===== config.mk =====
export PLATFORM = sky130hd
export DESIGN_NAME = text_encoding_sniffer
export DESIGN_NICKNAME = d
export VERILOG_FILES = /design/src/design/tes_pkg.sv /design/src/design/text_encoding_sniffer.sv
export SDC_FILE = /design/constraint.sdc
export NUM_CORES = 1
export LEC_CHECK = 0
export BUFFER_PORTS_ARGS = -buffer_cell sky130_fd_sc_hd__buf_2
export CAP_MARGIN = 30
export CORE_MARGIN = 8
export CORE_UTILIZATION = 45
export DETAILED_ROUTE_END_ITERATION = 8
export GPL_ROUTABILITY_DRIVEN = 0
export PLACE_DENSITY_LB_ADDON = 0.25
export SYNTH_ARGS = -nofsm -noshare
export SYNTH_HDL_FRONTEND = slang
export SYNTH_SLANG_ARGS = --single-unit

===== constraint.sdc =====
create_clock -name clk -period 16.5 [get_ports clk]
set_input_delay 1.65 -clock clk [delete_from_list [all_inputs] [get_ports clk]]
set_output_delay 1.65 -clock clk [all_outputs]
set_load 0.005 [all_outputs]

===== src/design/tes_pkg.sv =====
// Package for the text encoding sniffer: payload types, codes and sizing constants.
`timescale 1ns / 1ps

package tes_pkg;

  localparam int unsigned MAX_BYTES = 1048576;
  // byte count must hold MAX_BYTES itself; word counts hold half of it
  localparam int CNT_W = $clog2(MAX_BYTES + 1);
  localparam int WRD_W = CNT_W - 1;
  localparam int HEAD_N = 3;

  localparam logic [7:0] UTF8_BOM_0 = 8'hEF;
  localparam logic [7:0] UTF8_BOM_1 = 8'hBB;
  localparam logic [7:0] UTF8_BOM_2 = 8'hBF;
  localparam logic [7:0] UCS2_BOM_FF = 8'hFF;
  localparam logic [7:0] UCS2_BOM_FE = 8'hFE;

  typedef enum logic [2:0] {
    ENC_NONE = 3'd0,
    ENC_UTF8 = 3'd1,
    ENC_LE   = 3'd2,
    ENC_BE   = 3'd3,
    ENC_HINT = 3'd4
  } enc_t;

  typedef struct packed {
    logic [7:0] data_byte;
    logic       last_byte;
  } tes_in_t;

  typedef struct packed {
    enc_t encoding;
    logic has_bom;
    logic overflow;
  } tes_out_t;

endpackage


===== src/design/text_encoding_sniffer.sv =====
// Text encoding sniffer: byte stream in, one encoding verdict per buffer out.
//
//   channel | direction | handshake              | payload
//   in      | in        | in_valid / in_stall    | in_data   (tes_in_t)
//   out     | out       | out_valid / out_stall  | out_data  (tes_out_t)
//   cfg     | in        | cfg_wr_en              | cfg_wr_data (hint present)
//
// One byte is taken per cycle while in_stall is low; a byte passes the input
// register, then the counter update and verdict logic, and its verdict (last byte
// only) lands in the output register, held there until the receiver takes it.
// Only a last byte waits on out_stall, so the input stalls only while a verdict
// is held and the next verdict is ready.
// Synchronous reset clears the buffer state, the hint and both valid flags.
`timescale 1ns / 1ps

module text_encoding_sniffer
  import tes_pkg::*;
(
  input  logic     clk,
  input  logic     rst_n,
  input  logic     in_valid,
  output logic     in_stall,
  input  tes_in_t  in_data,
  output logic     out_valid,
  input  logic     out_stall,
  output tes_out_t out_data,
  input  logic     cfg_wr_en,
  input  logic     cfg_wr_data
);

  logic             in_valid_r;
  tes_in_t          in_data_r;
  logic             out_valid_r;
  tes_out_t         out_data_r;
  logic             hint_r;

  logic [7:0]       head_r [HEAD_N];
  logic [7:0]       pend_r;
  logic [CNT_W-1:0] byte_cnt_r;
  logic [WRD_W-1:0] low_le_r;
  logic [WRD_W-1:0] low_be_r;
  logic             too_long_r;

  logic [7:0]       head_nxt [HEAD_N];
  logic [7:0]       pend_nxt;
  logic [CNT_W-1:0] byte_cnt_nxt;
  logic [WRD_W-1:0] low_le_nxt;
  logic [WRD_W-1:0] low_be_nxt;
  logic             too_long_nxt;
  tes_out_t         verdict_nxt;

  logic out_free;
  logic advance;
  logic in_take;

  assign out_free = !out_valid_r || !out_stall;
  assign advance  = in_valid_r && (!in_data_r.last_byte || out_free);
  assign in_stall = in_valid_r && !advance;
  assign in_take  = in_valid && !in_stall;

  // state after this byte, and the verdict it gives
  always_comb begin
    logic [7:0]       b;
    logic [WRD_W-1:0] words;
    logic [WRD_W+2:0] le_x5;
    logic [WRD_W+2:0] be_x5;
    logic [WRD_W+2:0] w_x4;
    logic             utf8_bom;

    b = in_data_r.data_byte;
    for (int i = 0; i < HEAD_N; i++) head_nxt[i] = head_r[i];
    pend_nxt     = pend_r;
    byte_cnt_nxt = byte_cnt_r;
    low_le_nxt   = low_le_r;
    low_be_nxt   = low_be_r;
    too_long_nxt = too_long_r;

    if (too_long_r || byte_cnt_r >= CNT_W'(MAX_BYTES)) begin
      too_long_nxt = 1'b1;
    end else begin
      for (int i = 0; i < HEAD_N; i++) begin
        if (byte_cnt_r == CNT_W'(i)) head_nxt[i] = b;
      end
      if (!byte_cnt_r[0]) begin
        pend_nxt = b;
      end else begin
        if (b == 8'd0 && !pend_r[7]) low_le_nxt = low_le_r + WRD_W'(1);
        if (pend_r == 8'd0 && !b[7]) low_be_nxt = low_be_r + WRD_W'(1);
      end
      byte_cnt_nxt = byte_cnt_r + CNT_W'(1);
    end

    // low > floor(words*8/10)  <=>  5*low > 4*words
    words = byte_cnt_nxt[CNT_W-1:1];
    le_x5 = {3'b000, low_le_nxt} + {1'b0, low_le_nxt, 2'b00};
    be_x5 = {3'b000, low_be_nxt} + {1'b0, low_be_nxt, 2'b00};
    w_x4  = {1'b0, words, 2'b00};
    utf8_bom = byte_cnt_nxt >= CNT_W'(3) && head_nxt[0] == UTF8_BOM_0 &&
               head_nxt[1] == UTF8_BOM_1 && head_nxt[2] == UTF8_BOM_2;

    verdict_nxt.encoding = ENC_NONE;
    verdict_nxt.has_bom  = 1'b0;
    verdict_nxt.overflow = 1'b0;
    if (too_long_nxt) begin
      verdict_nxt.overflow = 1'b1;
    end else if (utf8_bom) begin
      verdict_nxt.encoding = ENC_UTF8;
      verdict_nxt.has_bom  = 1'b1;
    end else if (byte_cnt_nxt < CNT_W'(2) || byte_cnt_nxt[0]) begin
      verdict_nxt.encoding = ENC_NONE;
    end else if (head_nxt[0] == UCS2_BOM_FF && head_nxt[1] == UCS2_BOM_FE) begin
      verdict_nxt.encoding = ENC_LE;
      verdict_nxt.has_bom  = 1'b1;
    end else if (head_nxt[0] == UCS2_BOM_FE && head_nxt[1] == UCS2_BOM_FF) begin
      verdict_nxt.encoding = ENC_BE;
      verdict_nxt.has_bom  = 1'b1;
    end else if (hint_r) begin
      verdict_nxt.encoding = ENC_HINT;
    end else if (le_x5 > w_x4) begin
      verdict_nxt.encoding = ENC_LE;
    end else if (be_x5 > w_x4) begin
      verdict_nxt.encoding = ENC_BE;
    end
  end

  // input register
  always_ff @(posedge clk) begin
    if (!rst_n) begin
      in_valid_r <= 1'b0;
    end else if (!in_stall) begin
      in_valid_r <= in_valid;
    end
  end

  always_ff @(posedge clk) begin
    if (in_take) in_data_r <= in_data;
  end

  // buffer state: advance on each byte, clear after the last
  always_ff @(posedge clk) begin
    if (!rst_n) begin
      for (int i = 0; i < HEAD_N; i++) head_r[i] <= 8'd0;
      pend_r     <= 8'd0;
      byte_cnt_r <= '0;
      low_le_r   <= '0;
      low_be_r   <= '0;
      too_long_r <= 1'b0;
    end else if (advance) begin
      if (in_data_r.last_byte) begin
        for (int i = 0; i < HEAD_N; i++) head_r[i] <= 8'd0;
        pend_r     <= 8'd0;
        byte_cnt_r <= '0;
        low_le_r   <= '0;
        low_be_r   <= '0;
        too_long_r <= 1'b0;
      end else begin
        for (int i = 0; i < HEAD_N; i++) head_r[i] <= head_nxt[i];
        pend_r     <= pend_nxt;
        byte_cnt_r <= byte_cnt_nxt;
        low_le_r   <= low_le_nxt;
        low_be_r   <= low_be_nxt;
        too_long_r <= too_long_nxt;
      end
    end
  end

  always_ff @(posedge clk) begin
    if (!rst_n) begin
      hint_r <= 1'b0;
    end else if (cfg_wr_en) begin
      hint_r <= cfg_wr_data;
    end
  end

  // result register
  always_ff @(posedge clk) begin
    if (!rst_n) begin
      out_valid_r <= 1'b0;
    end else if (out_free) begin
      out_valid_r <= advance && in_data_r.last_byte;
    end
  end

  always_ff @(posedge clk) begin
    if (advance && in_data_r.last_byte) out_data_r <= verdict_nxt;
  end

  assign out_valid = out_valid_r;
  assign out_data  = out_data_r;

  a_cnt_bound: assert property (@(posedge clk) disable iff (!rst_n)
    byte_cnt_r <= CNT_W'(MAX_BYTES))
    else $error("byte count beyond limit");

  a_too_long_full: assert property (@(posedge clk) disable iff (!rst_n)
    too_long_r |-> byte_cnt_r == CNT_W'(MAX_BYTES))
    else $error("overflow flagged before the count filled");

  a_words_bound: assert property (@(posedge clk) disable iff (!rst_n)
    low_le_r <= byte_cnt_r[CNT_W-1:1] && low_be_r <= byte_cnt_r[CNT_W-1:1])
    else $error("low word count exceeds word count");

  a_stall_last: assert property (@(posedge clk) disable iff (!rst_n)
    in_stall |-> in_valid_r && in_data_r.last_byte && out_valid_r && out_stall)
    else $error("input stalled without a blocked verdict");

  a_overflow_none: assert property (@(posedge clk) disable iff (!rst_n)
    out_valid_r && out_data_r.overflow |->
      out_data_r.encoding == ENC_NONE && !out_data_r.has_bom)
    else $error("overflow verdict carries an encoding");

endmodule


==> flow_metrics.env, run 1 <==
export IMPL_ctsLongestPathBuffers=2
export IMPL_cp_required_ns=16.74
export IMPL_cts_setup_buffers=0
export IMPL_grt_use_total_pct=17.7
export IMPL_total_power_mw=0.567
export IMPL_drt_iter0_markers=498
export IMPL_fin_ws_ns=10.22
export IMPL_hold_path_class="reg2reg"
export IMPL_internal_power_mw=0.414
export IMPL_postCtsHoldBufs=0
export IMPL_ys_flop_type="dfxtp_1"
export IMPL_yosysWarningCount=0
export IMPL_fin_crit_sh_pct=38.0
export IMPL_postRouteWirelength_mm=20.7
export IMPL_synth_edff_count=38
export IMPL_fp_coreArea_sq_um=18600
export IMPL_wire_per_inst_um=16.9
export IMPL_r2r_end="out_data[2]"
export IMPL_outcome="complete, no violations"
export IMPL_path_clk_slew_ns=0.10
export IMPL_power_density_nw_per_um2=62.4
export IMPL_area_growth_pct=7.12
export IMPL_crit_type="reg2reg"
export IMPL_max_freq_mhz=159
export IMPL_nNetsFinal=1086
export IMPL_postPlaceCellArea_sq_um=8760
export IMPL_end_kind="flop"
export IMPL_rr_startpoint="in_data_r[4]"
export IMPL_htreeDepth=3
export IMPL_final_common_cell="nand2_1"
export IMPL_dp_hpwl_mm=15.3
export IMPL_min_to="low_be_r[19]"
export IMPL_critPathLaunchType="flop"
export IMPL_ios=22
export IMPL_cts_buffers_inserted=9
export IMPL_cts_tree="done"
export IMPL_synthArstFlopShare_pct=0
export IMPL_num_antenna_cells=0
export IMPL_cts_repair_resized=0
export IMPL_first_pass_iters=4
export IMPL_swShare_pct=27.0
export IMPL_grt_max_degree=77
export IMPL_die_area_sq_um=23500
export IMPL_rsz0062_at_grt="false"
export IMPL_arrival_ns=6.52
export IMPL_dr_total_vias=7076
export IMPL_p_seq_share_pct=52.0
export IMPL_p_switching_mw=0.153
export IMPL_die_height_um=153
export IMPL_drive_gt1_share_pct=6.45
export IMPL_fin_util_pct=48.9
export IMPL_drc=0
export IMPL_ys_ff_latch=111
export IMPL_whs_path_depth=2
export IMPL_cap_violations=0
export IMPL_fill_cells=1759
export IMPL_clockPowerShare_pct=41.9
export IMPL_setup_tns_ns=0
export IMPL_finalCriticalPeriod_ns=6.28
export IMPL_grt_overflow=0
export IMPL_clock_latency_ns=0.38
export IMPL_start_util_pct=45.7
export IMPL_combPwrFrac_pct=6.2
export IMPL_finish_instance_area_sq_um=9090
export IMPL_grt_pass1_vias=6729
export IMPL_synthesis_instances=991
export IMPL_setup_viol=0
export IMPL_leakagePower_nw=3.88
export IMPL_ys_seq_area_share_pct=30.7
export IMPL_syn_nets=1090
export IMPL_viasPerCell=5.77
export IMPL_drv_slew=0
export IMPL_die_x_um=153
export IMPL_hp_start="low_be_r[19]"
export IMPL_skew_ns=0.0175
export IMPL_hold_viol_final=0
export IMPL_worstMarginPinSlew_ns=0.834
export IMPL_worst_r2r_setup_slack_ns=10.22
export IMPL_cts_root_buf="clkbuf_16"
export IMPL_max_slew_margin_pct=44.3
export IMPL_reg2reg_depth=24
export IMPL_crit_fanout=7
export IMPL_pre_cts_ws_ns=10.22
export IMPL_synth_distinct_cells=71
export IMPL_grt_pass1_wl_mm=34.3
export IMPL_mostFrequentLayoutCells="nand2_1 (95), nor2_1 (84), ha_1 (82)"
export IMPL_synth_area_per_cell_sq_um=8.56
export IMPL_antenna_found_initial=0
export IMPL_synth_area_sq_um=8490
export IMPL_rows=50
export IMPL_ant_nets=0
export IMPL_clkSinkCount=111
export IMPL_port_buffers=21
export IMPL_peakVddDrop_v=0.0000649
cell usage after synthesis (7+ instances only):
master / number / area, sq um
a21o_1: 17 / 128
a21oi_1: 59 / 295
a22o_1: 22 / 193
a31oi_1: 7 / 43.8
and2_1: 8 / 50.1
and3_1: 21 / 131
and4_1: 11 / 96.3
clkbuf_1: 37 / 139
dfxtp_1: 73 / 1460
edfxtp_1: 38 / 1140
ha_1: 82 / 1030
inv_1: 30 / 113
mux2i_1: 24 / 240
nand2_1: 95 / 357
nand2b_1: 9 / 56.3
nand3_1: 28 / 140
nand4_1: 25 / 156
nor2_1: 84 / 315
nor2b_1: 16 / 100
nor3_1: 19 / 95.1
nor3b_1: 8 / 60.1
nor4_1: 8 / 50.1
o21a_1: 9 / 67.6
o21ai_0: 74 / 370
o31ai_1: 13 / 97.6
xnor2_1: 56 / 490
xor2_1: 39 / 342
worst max-delay path by stage:
stage	slack, ns	end	depth (start not counted)	startpoint
2_1_floorplan	10.90	out_data[2]	25	byte_cnt_r[0]
3_3_place_gp	10.34	out_data[2]	24	in_data_r[2]
3_5_place_dp	10.22	out_data[2]	24	in_data_r[4]
4_1_cts	10.19	out_data[2]	24	in_data_r[4]
5_1_grt	9.58	out_data[2]	24	in_data_r[4]
6_report	10.22	out_data[2]	24	in_data_r[4]
flip-flops by register name, summed over array words and instances (netlist names), 5 cells and up:
signal and flops:
low_be_r 20, in_data_r 9, byte_cnt_r 21, pend_r 8
low_le_r 20, out_data 5, head_r 24
metrics by stage:
step           std cells  hold slack [ns]
3_5_place_dp        1209            0.468
6_report            1226            0.479
3_3_place_gp        1208            0.456
4_1_cts             1225            0.487
5_1_grt             1226            0.528
2_1_floorplan        991            0.441
metal layers:
| metal | vias to the layer above | GRT usage (%) | share of wire, % |
|---|---|---|---|
| li1 | 3619 | - | - |
| met3 | 18 | 3.35 | 3.7 |
| met2 | 134 | 28.9 | 45 |
| met1 | 3305 | 23.6 | 50 |
| met5 | - | 0 | 0 |
| met4 | 0 | 3.91 | 1.6 |
area by class of cell:
type	instances	area, sq um	share of cell area (%)
inverters	30	113	1.24
flip-flops and latches	111	2600	28.6
clock inverters	7	86.3	0.950
clock buffers	9	225	2.48
multi-input cells	809	5620	61.8
well taps	234	293	3.22
repair buffers	26	155	1.71
logic make-up after synthesis:
group	share of synthesized area, %
compound gates	18.5
fa+ha+maj	12.6
simple gates	22.1
xor+xnor	10.0
mux	2.96
buf+inv	3.17
flops	30.7
power groups by stage:
stage                     clock, mW  sequential, mW  combinational [mW]
after CTS                     0.242           0.295              0.0342
after detailed placement          0           0.301              0.0341
final                         0.237           0.295              0.0349
after global routing          0.252           0.295              0.0385
after global placement            0           0.301              0.0337
after floorplan                   0           0.298              0.0257
worst max-delay path, stage by stage (launching register included):
cell and delay [ns]:
edfxtp_1 0.50, nor4_1 0.43, nand4_1 0.41, nor3_1 0.61, and3_1 0.32, xor2_1 0.22, ha_1 0.32, inv_1 0.13
nor2_1 0.06, a41o_1 0.20, a21o_1 0.16, o41a_1 0.35, a41o_1 0.30, a21o_1 0.19, a21oi_1 0.17, xnor2_1 0.10
ha_1 0.19, a21oi_1 0.14, nor2b_1 0.06, a2111oi_0 0.34, o21ai_0 0.17, a32oi_1 0.27, a32oi_1 0.15, o22a_1 0.24
o21ai_2 0.10
Note: power is estimated with default switching activity, not from simulation.
==> run 2, diff against run 1 <==
clock period = 6.57 ns   (was 16.5 ns; I/O delays follow)
==> run 2 against run 1 <==
  * Worst setup slack worse by 9.8 ns
  * Sequential share of layout area is 0.27 points lower
  * Critical path depth up 1
  * Clock skew barely moved
  * Worst hold slack lost 0.030 ns
  * Non-clock buffer count grew 6
  * Via count rose by 0.95%
  * Sequential cell count unchanged
  * First-iteration DRC count decreased by 28%
  * Register-to-register slack lost 9.8 ns
  * Largest cell class unchanged
  * Highest routed layer unchanged
==> flow_metrics.env, run 2 (synthesis results as in run 1) <==
export IMPL_wire_per_inst_um=16.7
export IMPL_clock_latency_ns=0.38
export IMPL_ctsLongestPathBuffers=2
export IMPL_die_height_um=153
export IMPL_regMostFlops="head_r"
export IMPL_start_util_pct=45.7
export IMPL_power_density_nw_per_um2=155
export IMPL_finish_instance_area_sq_um=9180
export IMPL_grt_pass1_wl_mm=34.3
export IMPL_outcome="complete, no violations"
export IMPL_fin_crit_sh_pct=93.4
export IMPL_max_freq_mhz=163
export IMPL_critPathLaunchType="flop"
export IMPL_max_slew_margin_pct=41.5
export IMPL_grt_pass1_vias=6720
export IMPL_cts_root_buf="clkbuf_16"
export IMPL_drive_gt1_share_pct=7.31
export IMPL_htreeDepth=3
export IMPL_cts_buffers_inserted=9
export IMPL_die_x_um=153
export IMPL_postPlaceCellArea_sq_um=8820
export IMPL_ant_nets=0
export IMPL_top_regs="head_r (24), byte_cnt_r (21)"
export IMPL_dp_hpwl_mm=15.3
export IMPL_hold_path_class="in2reg"
export IMPL_dr_total_vias=7143
export IMPL_first_pass_iters=5
export IMPL_cp_required_ns=6.69
export IMPL_cpMaxStageDelayCell="or4b_1"
export IMPL_cts_tree="done"
export IMPL_drv_slew=0
export IMPL_fill_cells=1784
export IMPL_total_power_mw=1.42
export IMPL_clkSinkCount=111
export IMPL_fp_coreArea_sq_um=18600
export IMPL_end_kind="flop"
export IMPL_num_antenna_cells=0
export IMPL_drt_iter0_markers=357
export IMPL_cap_violations=0
export IMPL_grt_max_degree=77
export IMPL_viasPerCell=5.80
export IMPL_rows=50
export IMPL_critPathMaxStageDelay_ns=0.60
export IMPL_peakVddDrop_v=0.000153
export IMPL_grt_use_total_pct=17.7
export IMPL_skew_ns=0.0173
export IMPL_hold_viol_final=0
export IMPL_postRouteWirelength_mm=20.6
export IMPL_drc=0
export IMPL_mostFrequentLayoutCells="nand2_1 (95), nor2_1 (84), ha_1 (82)"
export IMPL_worstMarginPinSlew_ns=0.875
export IMPL_nNetsFinal=1092
export IMPL_area_growth_pct=8.12
export IMPL_grt_overflow=0
export IMPL_setup_tns_ns=0
export IMPL_path_clk_slew_ns=0.09
export IMPL_ios=22
export IMPL_largest_reg_flops=24
export IMPL_finalCriticalPeriod_ns=6.13
export IMPL_port_buffers=21
export IMPL_setup_viol=0
export IMPL_antenna_found_initial=0
export IMPL_leakagePower_nw=3.91
export IMPL_arrival_ns=6.25
export IMPL_die_area_sq_um=23500
export IMPL_rsz0062_at_grt="false"
export IMPL_crit_fanout=9
export IMPL_fin_util_pct=49.4
export IMPL_crit_type="reg2reg"
export IMPL_final_common_cell="nand2_1"
## run 2: cell count changes in the layout (fill, tap and decap cells not counted), sizes merged
cell	delta
clkinv	+4
buf	+6
inv	-4
## run 2: worst paths after layout
kind / startpoint / end / slack [ns] / cells past startpoint
max reg2reg: byte_cnt_r[0] / out_data[2] / 0.44 / 25
min reg2reg: pend_r[0] / pend_r[0] / 0.47 / 2
min: in_data[7] / in_data_r[7] / 0.45 / 1
max: byte_cnt_r[0] / out_data[2] / 0.44 / 25
## run 2: cell type report
cell class                 instances  area, sq um  share of cell area, %
multi-input combinational        809         5640                   61.5
sequential                       111         2600                   28.4
tap                              234          293                   3.19
timing repair buffer              32          200                   2.18
inverter                          30          113                   1.23
clock buffer                       9          225                   2.45
clock inverter                     7          101                   1.10
## run 2: layer usage
metal,routed length [um],GRT usage [%],share of wire (%),vias up
met5,0,0,0,-
li1,-,-,-,3631
met2,9340,29.1,45,127
met1,10200,23.4,49,3367
met3,780,3.21,3.8,18
met4,306,4.90,1.5,0
## run 2: metrics by stage
step,hold WS [ns],worst slack [ns],instances
after floorplan,0.441,0.967,991
after global placement,0.455,0.377,1214
after detailed placement,0.462,0.342,1216
after CTS,0.436,0.285,1232
after global routing,0.432,0.0172,1232
final,0.449,0.436,1232
## run 2: timing repair
action                     in CTS  in global routing
setup endpoints to repair       0                  2
gates resized for setup         0                  5
hold buffers                    0                  0
setup buffers                   0                  0
## run 2: power by group
part / total, mW / internal, mW / switching [mW] / leakage (nW)
clock: 0.592 / 0.280 / 0.312 / 0.156
sequential: 0.738 / 0.725 / 0.0131 / 0.979
combinational: 0.0912 / 0.0349 / 0.0563 / 2.78
total: 1.42 / 1.04 / 0.381 / 3.91
## run 2: critical path, delay by kind of cell, from the launching register on
kind,cells,cell delay (ns)
and+or+nand+nor,9,2.24
AOI/OAI and AO/OA,11,2.05
adders and majority gates,2,0.59
DFF,1,0.50
xor gates and xnor gates,2,0.38
buffers and inverters,1,0.15
